--- config.mk ---
export PLATFORM = sky130hd
export DESIGN_NAME = lfu_cache_lru_tiebreak_unit
export DESIGN_NICKNAME = d
export VERILOG_FILES = /design/src/rtl/core/lfuc_pkg.sv /design/src/rtl/core/lfu_cache_lru_tiebreak_unit.sv /design/src/rtl/core/lfuc_ram.sv
export SDC_FILE = /design/constraint.sdc
export NUM_CORES = 2
export LEC_CHECK = 0
export BUFFER_PORTS_ARGS = -buffer_cell sky130_fd_sc_hd__buf_2
export CAP_MARGIN = 20
export CORE_MARGIN = 5
export CORE_UTILIZATION = 50
export DETAILED_ROUTE_END_ITERATION = 8
export PLACE_DENSITY = 0.68
export SYNTH_ARGS = -nofsm -noshare
export SYNTH_HDL_FRONTEND = slang
export SYNTH_SLANG_ARGS = --single-unit
--- constraint.sdc ---
create_clock -name clk -period 9.7 [get_ports clk]
set_input_delay 1.455 -clock clk [delete_from_list [all_inputs] [get_ports clk]]
set_output_delay 1.455 -clock clk [all_outputs]
set_load 0.03 [all_outputs]
--- src/rtl/core/lfuc_pkg.sv ---
package lfuc_pkg;

  // Field widths of the request and result channels.
  localparam int KEY_W = 32;
  localparam int VAL_W = 32;
  localparam int CNT_W = 32;
  localparam int CAP_W = 5;

  // Default number of slots and the capacity after reset.
  localparam int ENTRIES_DEF = 16;
  localparam logic [CAP_W-1:0] CAP_RESET = 5'd16;

  // Request codes.
  localparam logic ACT_GET = 1'b0;
  localparam logic ACT_PUT = 1'b1;

  // Value returned when a request reads nothing.
  localparam logic signed [VAL_W-1:0] RD_MISS = -32'sd1;

  // Use count given to a freshly inserted entry.
  localparam logic [CNT_W-1:0] CNT_FIRST = 32'd1;

endpackage

--- src/rtl/core/lfu_cache_lru_tiebreak_unit.sv ---
// Key-value cache with least-frequently-used replacement; among entries of
// equal use count the least recently used one is evicted first.
//
// A request (get or put, key, value) is accepted at a rising edge where start
// is high and busy is low. The result (hit, read value, evicted flag and key)
// appears on the out_ ports, marked by out_strobe for exactly one cycle. The
// receiver cannot hold a result off, so nothing waits on the output side.
//
// One request at a time. A pass over all ENTRIES slots of the entry
// and rank memories finds the key, the first free slot and the victim; a
// second read-modify-write pass over the rank memory renumbers the ranks. A
// get that misses, or any request at capacity zero, skips the second pass.
// Busy drops with the strobe; no new request is taken before then.
//
// Reset (synchronous, active low) clears all valid bits, the occupancy count
// and the output strobe and sets the capacity to 16; only slots marked valid
// are looked at, so the memories need no clearing pass. The user must write
// the capacity via cfg_we/cfg_wdata only while idle; the block does not check.
module lfu_cache_lru_tiebreak_unit
  import lfuc_pkg::*;
#(
  parameter int ENTRIES = ENTRIES_DEF
) (
  input  logic                    clk,
  input  logic                    rst_n,
  input  logic                    start,
  output logic                    busy,
  input  logic                    in_action,
  input  logic [KEY_W-1:0]        in_key,
  input  logic signed [VAL_W-1:0] in_value,
  output logic                    out_strobe,
  output logic                    out_hit,
  output logic signed [VAL_W-1:0] out_read_value,
  output logic                    out_evicted,
  output logic [KEY_W-1:0]        out_evicted_key,
  input  logic                    cfg_we,
  input  logic [CAP_W-1:0]        cfg_wdata
);

  // Slot index and rank widths; a rank runs from 0 (most recent) upward.
  localparam int IW    = (ENTRIES > 1) ? $clog2(ENTRIES) : 1;
  localparam int RW    = IW;
  localparam int OW    = $clog2(ENTRIES + 1);
  localparam int CMP_W = (OW > CAP_W) ? OW : CAP_W;
  localparam logic [IW-1:0]    LAST_IDX = IW'(ENTRIES - 1);
  localparam logic [CMP_W-1:0] ENT_CMP  = CMP_W'(ENTRIES);

  // One entry memory word holds the key, the value and the use count.
  typedef struct packed {
    logic [KEY_W-1:0] key;
    logic [VAL_W-1:0] value;
    logic [CNT_W-1:0] count;
  } entry_t;

  localparam int ENT_W = $bits(entry_t);

  // Sequencer: SCAN issues one slot read a cycle, TAIL takes the last read
  // data, DECIDE commits the entry write, RANK sweeps the rank memory and
  // FINISH retires the last rank write and launches the result strobe.
  typedef enum logic [5:0] {
    ST_IDLE   = 6'b000001,
    ST_SCAN   = 6'b000010,
    ST_TAIL   = 6'b000100,
    ST_DECIDE = 6'b001000,
    ST_RANK   = 6'b010000,
    ST_FINISH = 6'b100000
  } state_t;

  state_t state_r, state_nxt;

  logic [CAP_W-1:0]   cap_r, cap_nxt;
  logic [ENTRIES-1:0] valid_r, valid_nxt;
  logic [OW-1:0]      occ_r, occ_nxt;
  logic [IW-1:0]      cnt_r, cnt_nxt;
  logic               scan_pend_r, scan_pend_nxt;
  logic               rank_pend_r, rank_pend_nxt;
  logic [IW-1:0]      pend_idx_r, pend_idx_nxt;
  logic               strobe_r, strobe_nxt;

  // Request held for the whole access.
  logic             req_put_r, req_put_nxt;
  logic [KEY_W-1:0] req_key_r, req_key_nxt;
  logic [VAL_W-1:0] req_val_r, req_val_nxt;

  // What the scan pass has found so far.
  logic             mt_found_r, mt_found_nxt;
  logic [IW-1:0]    mt_idx_r, mt_idx_nxt;
  logic [RW-1:0]    mt_rank_r, mt_rank_nxt;
  logic [VAL_W-1:0] mt_value_r, mt_value_nxt;
  logic [CNT_W-1:0] mt_cnt_r, mt_cnt_nxt;
  logic             fr_found_r, fr_found_nxt;
  logic [IW-1:0]    fr_idx_r, fr_idx_nxt;
  logic             vc_found_r, vc_found_nxt;
  logic [IW-1:0]    vc_idx_r, vc_idx_nxt;
  logic [RW-1:0]    vc_rank_r, vc_rank_nxt;
  logic [CNT_W-1:0] vc_cnt_r, vc_cnt_nxt;
  logic [KEY_W-1:0] vc_key_r, vc_key_nxt;

  // How the rank pass renumbers: a touch or an insert, around a target slot.
  logic          rk_ins_r, rk_ins_nxt;
  logic          rk_evict_r, rk_evict_nxt;
  logic [RW-1:0] rk_ref_r, rk_ref_nxt;
  logic [IW-1:0] rk_tgt_r, rk_tgt_nxt;

  // Result registers.
  logic             res_hit_r, res_hit_nxt;
  logic [VAL_W-1:0] res_rd_r, res_rd_nxt;
  logic             res_ev_r, res_ev_nxt;
  logic [KEY_W-1:0] res_evk_r, res_evk_nxt;

  // Memory ports.
  logic          ent_we;
  logic [IW-1:0] ent_waddr;
  entry_t        ent_wdata;
  entry_t        ent_rdata;
  logic [ENT_W-1:0] ent_rdata_raw;
  logic          rank_we;
  logic [RW-1:0] rank_wdata;
  logic [RW-1:0] rank_rdata;

  // Decision helpers for the DECIDE cycle.
  logic [CMP_W-1:0] cap_ext;
  logic [CMP_W-1:0] cap_eff;
  logic             do_evict;
  logic             do_insert;
  logic [IW-1:0]    ins_idx;
  logic             scan_valid;

  assign ent_rdata = entry_t'(ent_rdata_raw);

  lfuc_ram #(
    .WIDTH (ENT_W),
    .DEPTH (ENTRIES)
  ) u_entry_ram (
    .clk   (clk),
    .we    (ent_we),
    .waddr (ent_waddr),
    .wdata (ENT_W'(ent_wdata)),
    .raddr (cnt_r),
    .rdata (ent_rdata_raw)
  );

  // The rank pass reads slot i and writes it back in the cycle after, while
  // reading slot i+1, so a read never meets an outstanding write to its slot.
  lfuc_ram #(
    .WIDTH (RW),
    .DEPTH (ENTRIES)
  ) u_rank_ram (
    .clk   (clk),
    .we    (rank_we),
    .waddr (pend_idx_r),
    .wdata (rank_wdata),
    .raddr (cnt_r),
    .rdata (rank_rdata)
  );

  assign busy = (state_r != ST_IDLE);

  // Capacity above the slot count acts as the slot count.
  assign cap_ext   = CMP_W'(cap_r);
  assign cap_eff   = (cap_ext > ENT_CMP) ? ENT_CMP : cap_ext;
  assign do_evict  = (CMP_W'(occ_r) >= cap_eff) && vc_found_r;
  assign do_insert = do_evict || fr_found_r;
  // The new key takes the lowest free slot once the victim has left.
  assign ins_idx   = (do_evict && !(fr_found_r && (fr_idx_r < vc_idx_r))) ?
                     vc_idx_r : fr_idx_r;
  assign scan_valid = valid_r[pend_idx_r];

  // Renumbered rank of the slot whose read data is at hand.
  always_comb begin
    rank_we    = rank_pend_r;
    rank_wdata = rank_rdata;
    if (pend_idx_r == rk_tgt_r) begin
      rank_wdata = '0;
    end else if (rk_ins_r) begin
      if (rk_evict_r && (rank_rdata > rk_ref_r)) begin
        rank_wdata = rank_rdata;
      end else begin
        rank_wdata = rank_rdata + RW'(1);
      end
    end else if (rank_rdata < rk_ref_r) begin
      rank_wdata = rank_rdata + RW'(1);
    end
  end

  always_comb begin
    state_nxt     = state_r;
    cap_nxt       = cap_r;
    valid_nxt     = valid_r;
    occ_nxt       = occ_r;
    cnt_nxt       = cnt_r;
    scan_pend_nxt = 1'b0;
    rank_pend_nxt = 1'b0;
    pend_idx_nxt  = cnt_r;
    strobe_nxt    = 1'b0;

    req_put_nxt  = req_put_r;
    req_key_nxt  = req_key_r;
    req_val_nxt  = req_val_r;
    mt_found_nxt = mt_found_r;
    mt_idx_nxt   = mt_idx_r;
    mt_rank_nxt  = mt_rank_r;
    mt_value_nxt = mt_value_r;
    mt_cnt_nxt   = mt_cnt_r;
    fr_found_nxt = fr_found_r;
    fr_idx_nxt   = fr_idx_r;
    vc_found_nxt = vc_found_r;
    vc_idx_nxt   = vc_idx_r;
    vc_rank_nxt  = vc_rank_r;
    vc_cnt_nxt   = vc_cnt_r;
    vc_key_nxt   = vc_key_r;
    rk_ins_nxt   = rk_ins_r;
    rk_evict_nxt = rk_evict_r;
    rk_ref_nxt   = rk_ref_r;
    rk_tgt_nxt   = rk_tgt_r;
    res_hit_nxt  = res_hit_r;
    res_rd_nxt   = res_rd_r;
    res_ev_nxt   = res_ev_r;
    res_evk_nxt  = res_evk_r;

    ent_we    = 1'b0;
    ent_waddr = mt_idx_r;
    ent_wdata = '{key: req_key_r, value: req_val_r, count: CNT_FIRST};

    if (cfg_we) begin
      cap_nxt = cfg_wdata;
    end

    // Fold in one slot of scan data: key match, first free slot, victim.
    if (scan_pend_r) begin
      if (scan_valid && (ent_rdata.key == req_key_r) && !mt_found_r) begin
        mt_found_nxt = 1'b1;
        mt_idx_nxt   = pend_idx_r;
        mt_rank_nxt  = rank_rdata;
        mt_value_nxt = ent_rdata.value;
        mt_cnt_nxt   = ent_rdata.count;
      end
      if (!scan_valid && !fr_found_r) begin
        fr_found_nxt = 1'b1;
        fr_idx_nxt   = pend_idx_r;
      end
      if (scan_valid && (!vc_found_r || (ent_rdata.count < vc_cnt_r) ||
          ((ent_rdata.count == vc_cnt_r) && (rank_rdata > vc_rank_r)))) begin
        vc_found_nxt = 1'b1;
        vc_idx_nxt   = pend_idx_r;
        vc_rank_nxt  = rank_rdata;
        vc_cnt_nxt   = ent_rdata.count;
        vc_key_nxt   = ent_rdata.key;
      end
    end

    unique case (state_r)
      ST_IDLE: begin
        if (start) begin
          state_nxt    = ST_SCAN;
          cnt_nxt      = '0;
          req_put_nxt  = (in_action == ACT_PUT);
          req_key_nxt  = in_key;
          req_val_nxt  = in_value;
          mt_found_nxt = 1'b0;
          fr_found_nxt = 1'b0;
          vc_found_nxt = 1'b0;
        end
      end
      ST_SCAN: begin
        scan_pend_nxt = 1'b1;
        if (cnt_r == LAST_IDX) begin
          cnt_nxt   = '0;
          state_nxt = ST_TAIL;
        end else begin
          cnt_nxt = cnt_r + IW'(1);
        end
      end
      ST_TAIL: begin
        state_nxt = ST_DECIDE;
      end
      ST_DECIDE: begin
        res_hit_nxt = 1'b0;
        res_rd_nxt  = RD_MISS;
        res_ev_nxt  = 1'b0;
        res_evk_nxt = '0;
        state_nxt   = ST_FINISH;
        if (cap_eff == '0) begin
          // Storing disabled: nothing changes.
        end else if (mt_found_r) begin
          // Hit on get or put: bump the count and make the entry most recent.
          res_hit_nxt = 1'b1;
          if (!req_put_r) begin
            res_rd_nxt = mt_value_r;
          end
          ent_we          = 1'b1;
          ent_waddr       = mt_idx_r;
          ent_wdata.key   = req_key_r;
          ent_wdata.value = req_put_r ? req_val_r : mt_value_r;
          ent_wdata.count = (mt_cnt_r == '1) ? mt_cnt_r : (mt_cnt_r + CNT_W'(1));
          rk_ins_nxt   = 1'b0;
          rk_evict_nxt = 1'b0;
          rk_ref_nxt   = mt_rank_r;
          rk_tgt_nxt   = mt_idx_r;
          state_nxt    = ST_RANK;
        end else if (req_put_r) begin
          if (do_evict) begin
            res_ev_nxt            = 1'b1;
            res_evk_nxt           = vc_key_r;
            valid_nxt[vc_idx_r]   = 1'b0;
          end
          if (do_insert) begin
            valid_nxt[ins_idx] = 1'b1;
            ent_we             = 1'b1;
            ent_waddr          = ins_idx;
            if (!do_evict) begin
              occ_nxt = occ_r + OW'(1);
            end
            rk_ins_nxt   = 1'b1;
            rk_evict_nxt = do_evict;
            rk_ref_nxt   = vc_rank_r;
            rk_tgt_nxt   = ins_idx;
            state_nxt    = ST_RANK;
          end
        end
      end
      ST_RANK: begin
        rank_pend_nxt = 1'b1;
        if (cnt_r == LAST_IDX) begin
          cnt_nxt   = '0;
          state_nxt = ST_FINISH;
        end else begin
          cnt_nxt = cnt_r + IW'(1);
        end
      end
      ST_FINISH: begin
        strobe_nxt = 1'b1;
        state_nxt  = ST_IDLE;
      end
      default: begin
        state_nxt = ST_IDLE;
      end
    endcase
  end

  always_ff @(posedge clk) begin
    if (!rst_n) begin
      state_r     <= ST_IDLE;
      cap_r       <= CAP_RESET;
      valid_r     <= '0;
      occ_r       <= '0;
      cnt_r       <= '0;
      scan_pend_r <= 1'b0;
      rank_pend_r <= 1'b0;
      strobe_r    <= 1'b0;
    end else begin
      state_r     <= state_nxt;
      cap_r       <= cap_nxt;
      valid_r     <= valid_nxt;
      occ_r       <= occ_nxt;
      cnt_r       <= cnt_nxt;
      scan_pend_r <= scan_pend_nxt;
      rank_pend_r <= rank_pend_nxt;
      strobe_r    <= strobe_nxt;
    end
  end

  always_ff @(posedge clk) begin
    pend_idx_r <= pend_idx_nxt;
    req_put_r  <= req_put_nxt;
    req_key_r  <= req_key_nxt;
    req_val_r  <= req_val_nxt;
    mt_found_r <= mt_found_nxt;
    mt_idx_r   <= mt_idx_nxt;
    mt_rank_r  <= mt_rank_nxt;
    mt_value_r <= mt_value_nxt;
    mt_cnt_r   <= mt_cnt_nxt;
    fr_found_r <= fr_found_nxt;
    fr_idx_r   <= fr_idx_nxt;
    vc_found_r <= vc_found_nxt;
    vc_idx_r   <= vc_idx_nxt;
    vc_rank_r  <= vc_rank_nxt;
    vc_cnt_r   <= vc_cnt_nxt;
    vc_key_r   <= vc_key_nxt;
    rk_ins_r   <= rk_ins_nxt;
    rk_evict_r <= rk_evict_nxt;
    rk_ref_r   <= rk_ref_nxt;
    rk_tgt_r   <= rk_tgt_nxt;
    res_hit_r  <= res_hit_nxt;
    res_rd_r   <= res_rd_nxt;
    res_ev_r   <= res_ev_nxt;
    res_evk_r  <= res_evk_nxt;
  end

  assign out_strobe      = strobe_r;
  assign out_hit         = res_hit_r;
  assign out_read_value  = res_rd_r;
  assign out_evicted     = res_ev_r;
  assign out_evicted_key = res_evk_r;

  // The occupancy count always matches the number of valid slots.
  a_occ_matches_valid: assert property (@(posedge clk) disable iff (!rst_n)
    $countones(valid_r) == int'(occ_r))
    else $error("occupancy count differs from valid slots");

  // No two results can come in back-to-back cycles.
  a_strobe_single: assert property (@(posedge clk) disable iff (!rst_n)
    out_strobe |=> !out_strobe)
    else $error("result strobe held for more than one cycle");

  // An accepted request keeps the block busy in the next cycle.
  a_busy_after_start: assert property (@(posedge clk) disable iff (!rst_n)
    (start && !busy) |=> busy)
    else $error("request accepted but block not busy");

  // An eviction only happens on a put that missed.
  a_evict_on_miss: assert property (@(posedge clk) disable iff (!rst_n)
    (out_strobe && out_evicted) |-> (!out_hit && (out_read_value == RD_MISS)))
    else $error("eviction reported together with a hit or a read value");

endmodule

--- src/rtl/core/lfuc_ram.sv ---
module lfuc_ram #(
  parameter int WIDTH = 8,
  parameter int DEPTH = 16
) (
  input  logic                                  clk,
  input  logic                                  we,
  input  logic [(DEPTH > 1 ? $clog2(DEPTH) : 1)-1:0] waddr,
  input  logic [WIDTH-1:0]                      wdata,
  input  logic [(DEPTH > 1 ? $clog2(DEPTH) : 1)-1:0] raddr,
  output logic [WIDTH-1:0]                      rdata
);

  logic [WIDTH-1:0] mem [DEPTH];
  logic [WIDTH-1:0] rdata_r;

  always_ff @(posedge clk) begin
    if (we) begin
      mem[waddr] <= wdata;
    end
    rdata_r <= mem[raddr];
  end

  assign rdata = rdata_r;

endmodule
# --- Word level (Yosys, flattened, before mapping) ---
# Memories as Yosys holds them, arrays and structs flattened. A register that Yosys moved wholly into a read port is not among the register bits.
# Cells that the tools add are included.
totals:
  reg_bits: 335
  ram_bits: 1600
  output_inout_bits: 68
  mem_count: 2
classes:
  add_sub_neg: 4
  magnitude_cmp: 12
  n_eq_ne: 15
  mux: 75
  bitwise_logic: 7
  n_reduce_logical: 36
mem_list:
  columns: ["name", "depth", "width", "read_ports", "rd_ports_with_merged_regs", "wr", "line_no", "rtl"]
  rows:
  - ["u_entry_ram.mem", 16, 96, 1, 1, 1, "lfuc_ram.sv:13", "logic [WIDTH-1:0] mem [DEPTH];"]
  - ["u_rank_ram.mem", 16, 4, 1, 1, 1, "lfuc_ram.sv:13", null]
op_table:
  columns: ["operator", "count"]
  rows:
  - ["64-bit 2-to-1 mux", 3]
  - ["16-bit 2-to-1 mux", 6]
  - ["4-bit 2-to-1 mux", 18]
  - ["32-bit == test", 2]
  - ["32-bit 2-to-1 mux", 2]
  - ["6-bit 2-to-1 mux", 7]
  - ["1-bit 2-to-1 mux", 33]
  - ["32-bit by 1-bit adder with 32-bit output (second input constant)", 1]
  - ["32-bit == test (second input constant)", 1]
  - ["32-bit < comparator", 1]
  - ["6-bit case mux with 5 select lines", 1]
  - ["16-bit bitwise AND", 1]
  - ["16-bit NOT", 1]
  - ["16-bit OR", 1]
  - ["4-bit by 5-bit < comparator with 1-bit output (second input constant)", 3]
  - ["1-bit logical AND", 11]
  - ["2-bit AND reduction", 5]
  - ["4-bit by 1-bit adder with 4-bit output (second input constant)", 2]
  - ["1-bit demux with 4-bit select", 2]
  - ["4-bit by 1-bit >= comparator with 1-bit output (second input constant)", 2]
  - ["4-bit > comparator", 2]
  - ["4-bit < comparator", 2]
  - ["4-bit case mux with 2 select lines", 1]
  - ["4-bit AND reduction", 2]
  - ["25 further kinds", 39]

# --- Depth between registers and ports, before layout ---
depth:
  ltp_word: 13
  depth_mapped: 11
  mapped_depth_nobuf: 10

# --- By module ---
# A second synthesis with hierarchy kept.
unflattened:
  cells_unflattened: 3673
  hier_area_um2: 76567.2
by_module_without_submodules:
  columns: ["mod", "n_inst", "cells_per_inst", "area_per_inst_um2", "seq_area_each_um2"]
  rows:
  - ["lfuc_ram (u_entry_ram)", 1, 2460, 59355.7, 48046.1]
  - ["lfu_cache_lru_tiebreak_unit", 1, 1083, 14545.2, 9599.2]
  - ["lfuc_ram (u_rank_ram)", 1, 130, 2666.3, 2001.9]

# --- Worst setup path after synthesis ---
# OpenSTA, ideal clock, no wires.
synth_timing:
  path_kind: "register to register"
  startpoint: "register cap_r[4], in the netlist cap_ext[4]"
  endpoint: "memory u_entry_ram.mem[2][0] (netlist bit), enable pin"
  setup_ns: 0.668
  arrival_ns: 8.637
  setup_slack_ns: 0.395
  path_stages_with_launch: 12
  path_buffers: 1
  synth_period_minus_slack_ns: 9.305
  path_cell_list: "dfxtp_1 -> inv_1 -> nand2_1 -> ha_1 -> nand2_1 -> o21a_1 -> o21ai_1 -> nand2_1 -> buf_2 -> o31ai_1 -> a21oi_1 -> nor3_1"
synth_via:
  elab_chain_cells: 12
  word_cells_on_any_way: 20
  cone_classes: "order compare: 2; mux: 14; reduce/logical: 4"
synth_rtl:
  columns: ["item", "line_no", "rtl"]
  rows:
  - ["from (decl)", "lfu_cache_lru_tiebreak_unit.sv:71", "logic [CAP_W-1:0] cap_r, cap_nxt;"]
  - ["from (signal assigned)", "lfu_cache_lru_tiebreak_unit.sv:353", "cap_r <= cap_nxt;"]
  - ["5-bit > comparator", "lfu_cache_lru_tiebreak_unit.sv:161", "assign cap_eff = (cap_ext > ENT_CMP) ? ENT_CMP : cap_ext;"]
  - ["5-bit 2-to-1 mux *", "lfu_cache_lru_tiebreak_unit.sv:161", null]
  - ["5-bit >= comparator", "lfu_cache_lru_tiebreak_unit.sv:162", "assign do_evict = (CMP_W'(occ_r) >= cap_eff) && vc_found_r;"]
  - ["1-bit logical AND", "lfu_cache_lru_tiebreak_unit.sv:162", null]
  - ["1-bit logical OR", "lfu_cache_lru_tiebreak_unit.sv:163", "assign do_insert = do_evict || fr_found_r;"]
  - ["1-bit 2-to-1 mux", "lfu_cache_lru_tiebreak_unit.sv:307", "if (do_insert) begin"]
  - ["1-bit 2-to-1 mux", "lfu_cache_lru_tiebreak_unit.sv:301", "end else if (req_put_r) begin"]
  - ["1-bit 2-to-1 mux", "lfu_cache_lru_tiebreak_unit.sv:285", "end else if (mt_found_r) begin"]
  - ["1-bit 2-to-1 mux", "lfu_cache_lru_tiebreak_unit.sv:283", "if (cap_eff == '0) begin"]
  - ["1-bit 2-to-1 mux", "lfu_cache_lru_tiebreak_unit.sv:252", "unique case (state_r)"]
  - ["1-bit 2-to-1 mux", "lfuc_ram.sv:17", "if (we) begin"]
  - ["1-bit 2-to-1 mux (not written as such)", "lfuc_ram.sv:18", "mem[waddr] <= wdata;"]
  - ["to (decl)", "lfuc_ram.sv:13", null]
# Every way passes the cells marked *; elsewhere a longest branch is shown, timed or not.

# --- Worst setup path after layout ---
layout_timing:
  startpoint: "register cap_r[4], in the netlist cap_ext[4]"
  endpoint: "memory u_entry_ram.mem[9][71] (netlist bit), enable pin"
# Same word-level chain as after synthesis.

==> results.py <==
metrics = {
    "worst_setup_path": {
        "critical_path.startpoint_type": "flip-flop",
        "required_time_of_the_critical_path_ns": 10.11,
        "criticalPathCategory": "reg -> reg",
        "worst_ep_arrival_time_ns": 5.38,
        "critical_path.endpoint_type": "flip-flop",
        "critical_path.max_fanout": 47,
        "timing.reg2reg.worst_path_depth": 11,
    },
    "clocking": {
        "cts-buffers-inserted": 196,
        "clock_sink_count": 2035,
        "cts-root-buf": "sky130_fd_sc_hd__clkbuf_16",
        "clock_latency_ns": 0.81,
        "tritoncts": "yes",
        "ctsResizeCount": 0,
        "maximum_count_of_clock_buffers_along_a_single_path": 3,
        "cts.clk_slew.worst_paths_ns": 0.06,
        "cts_setup_buffers": 0,
        "number_of_h_tree_branching_levels": 4,
        "holdBufCountCts": 0,
    },
    "sta": {
        "finalSetupViolCount": 0,
        "slew_viol_final": 0,
        "finalCritPeriodShare_pct": 51.2,
        "fin_worst_skew_ns": 0.0638,
        "fin_setup_tns_ns": 0,
        "final_critical_path_setup_slack_ns": 4.73,
        "timing.final.crit_period_ns": 4.97,
        "worst_rel_slew_slack_pct": 25.5,
        "fin_worst_hold_slack_ns": 0.402,
        "grt_setup_unrepaired": "false",
        "clock.fmax_ghz": 0.201,
        "worstMarginPinSlew_ns": 1.12,
        "timing_hold_violations_final": 0,
    },
    "floorplan": {
        "die-height_microns": 401,
        "die-width_microns": 401,
        "initial_utilization_pct": 50.3,
        "die_area_sq_mm": 0.161,
        "coreArea_sq_mm": 0.152,
        "num_rows": 143,
        "floorplan.io_pins": 142,
    },
    "route": {
        "drt-initial-drc-count": 3495,
        "dr_drc_count": 0,
        "route.detailed.wl_per_inst_microns": 28.1,
        "detail_route.vias_per_cell": 5.98,
        "detail-route-antenna-nets": 0,
        "firstDrtPassIters": 5,
        "total_number_of_vias": 35143,
        "final_wl_mm": 165,
    },
    "hold_path": {
        "worst_hold_path_type": "reg -> reg",
        "hold-path-cell-count": 0,
    },
    "final_layout": {
        "antenna_cells_inserted": 0,
        "fill_cells": 11039,
        "post_route_cells_drive_above_1_share_pct": 27.4,
        "registers.top_by_ff_count": "u_entry_ram.mem",
        "largest_register_ff_count": 1536,
        "most-common-layout-cells": "sky130_fd_sc_hd__edfxtp_1 (1889), sky130_fd_sc_hd__mux4_2 (504), sky130_fd_sc_hd__clkbuf_16 (198)",
        "post_layout_nets": 3801,
        "area_growth_syn_to_layout_pct": 12.7,
        "mostFrequentLayoutCell": "sky130_fd_sc_hd__edfxtp_1",
    },
    "power_and_ir_drop": {
        "power.share.sequential_pct": 55.7,
        "internal-power_mw": 14.0,
        "p_leak_nw": 25.2,
        "power_switching_mw": 3.45,
        "clock_group_share_of_total_power_pct": 42.4,
        "power_per_cell_area_mw_per_mm2": 202,
        "ir_drop_mv": 0.184,
        "combPwrFrac_pct": 1.9,
        "p_sw_share_pct": 19.8,
    },
    "placed_design": {
        "place.gp.congestion": 0.822,
        "place.detailed.hpwl_mm": 79.2,
        "dp_slack_ns": 4.73,
        "numPortBuffers": 141,
    },
    "yosys": {
        "yosys-top-cells-area": "sky130_fd_sc_hd__edfxtp_1 (74%), sky130_fd_sc_hd__mux4_2 (15%), sky130_fd_sc_hd__dfxtp_1 (3.8%), sky130_fd_sc_hd__ha_1 (0.85%), sky130_fd_sc_hd__xnor2_1 (0.60%)",
        "cell_taking_the_most_area_after_synthesis": "sky130_fd_sc_hd__edfxtp_1",
        "yosys_register_bits": 2035,
        "synth-seq-area-share_pct": 78.0,
        "synthesis.yosys.warnings": 0,
        "yosysTopAreaCellShare_pct": 74.2,
        "ys_types": 70,
        "synth_fp_nets": 3553,
        "yosys_most_used_dff": "sky130_fd_sc_hd__edfxtp_1",
        "count_of_flip_flops_with_a_built_in_enable_after_synthesis": 1889,
        "syn_avg_cell_area_sq_um": 22.3,
        "post_synth_inst_count": 3427,
        "synth_area_sq_mm": 0.0765,
        "ys_async_sr_fraction_pct": 0,
    },
    "grt": {
        "gr_util_all_layers_pct": 20.4,
        "first_global_vias": 36043,
        "grt_max_degree": 118,
        "gr_ovfl_total": 0,
        "first_pass_grt_wire_length_mm": 243,
        "antenna_found_initial": 3,
    },
    "outcome": {
        "outcome": "finished, final reports clean",
    },
    "job": {
        "max-cap-violations": 0,
    },
}
## kinds of logic after synthesis
logic type	after synthesis	share of synthesized area [%]
DFF	2035	78.0
muxes	550	15.5
and+or+nand+nor	378	2.69
buffers and inverters	207	1.10
AOI/OAI and AO/OA	136	1.09
adders and majority gates	52	0.851
xor gates and xnor gates	69	0.790
## per-layer routing
layer  track usage [%]  vias up  routed length (microns)
met3              4.07      210                    12200
met4              4.08        0                     2740
met2              32.3     1330                    79300
met1              30.0    18872                    70900
met5                 0        -                        0
li1                  -    14731                        -
## final cells by class
class                           count  area [sq um]  share of cell area (%)
Clock buffer                      283          5460                    6.34
Tap cell                         2030          2540                    2.95
Timing Repair Buffer              197          1340                    1.55
Inverter                           60           228                   0.264
Clock inverter                     84           845                   0.979
Sequential cell                  2035         59700                    69.2
Multi-Input combinational cell   1185         16200                    18.7
## worst paths after layout
| kind | start | endpoint | slack (ns) |
|---|---|---|---|
| max reg2reg | cap_ext[4]$_SDFFE_PN1P_ | u_entry_ram.mem[9][71]$_DFFE_PP_ | 4.73 |
| min reg2reg | u_entry_ram.rdata[53]$_DFF_P_ | mt_value_r[21]$_DFFE_PP_ | 0.40 |
| min | u_entry_ram.rdata[53]$_DFF_P_ | mt_value_r[21]$_DFFE_PP_ | 0.40 |
| max | cap_ext[4]$_SDFFE_PN1P_ | u_entry_ram.mem[9][71]$_DFFE_PP_ | 4.73 |
## cells in the mapped netlist (all sizes together), types with 12 or more instances
cell type,n
nand2,56
a21oi,34
nor2,95
or3,38
edfxtp,1889
ha,52
buf,61
mux4,504
o211ai,12
o21ai,49
nor2b,18
inv,60
nor3,21
and2,40
xnor2,52
nand4,33
xor2,17
mux2,35
clkbuf,86
dfxtp,146
nand3,25
## worst max-delay path, stage by stage, from the launching register on
cell and delay (ns):
sky130_fd_sc_hd__dfxtp_1 0.47, sky130_fd_sc_hd__inv_1 0.16, sky130_fd_sc_hd__nand2_1 0.09, sky130_fd_sc_hd__ha_1 0.23, sky130_fd_sc_hd__a21oi_1 0.16, sky130_fd_sc_hd__o21ai_0 0.15, sky130_fd_sc_hd__a21boi_1 0.57, sky130_fd_sc_hd__o21ai_0 0.25
sky130_fd_sc_hd__a31oi_1 0.37, sky130_fd_sc_hd__nand2b_1 0.27, sky130_fd_sc_hd__nor2_4 0.88, sky130_fd_sc_hd__buf_4 0.92
## power by group through the flow
stage | clock [mW] | sequential, mW | combinational [mW]
4_1_cts | 7.54 | 9.73 | 0.348
2_1_floorplan | 0 | 9.88 | 0.242
6_report | 7.40 | 9.72 | 0.339
5_1_grt | 7.93 | 9.73 | 0.372
3_5_place_dp | 0 | 9.91 | 0.347
3_3_place_gp | 0 | 9.91 | 0.339
## through the flow
step / area [sq um] / utilization (%) / instances / power, mW
2_1_floorplan: 76500 / - / 3427 / 10.1
3_3_place_gp: 79800 / 52.5 / 5501 / 10.2
3_5_place_dp: 79900 / 52.5 / 5503 / 10.3
4_1_cts: 86200 / 56.7 / 5870 / 17.6
5_1_grt: 86200 / 56.7 / 5874 / 18.0
6_report: 86200 / 56.7 / 5874 / 17.5
Note: power is estimated with default switching activity, not from simulation.
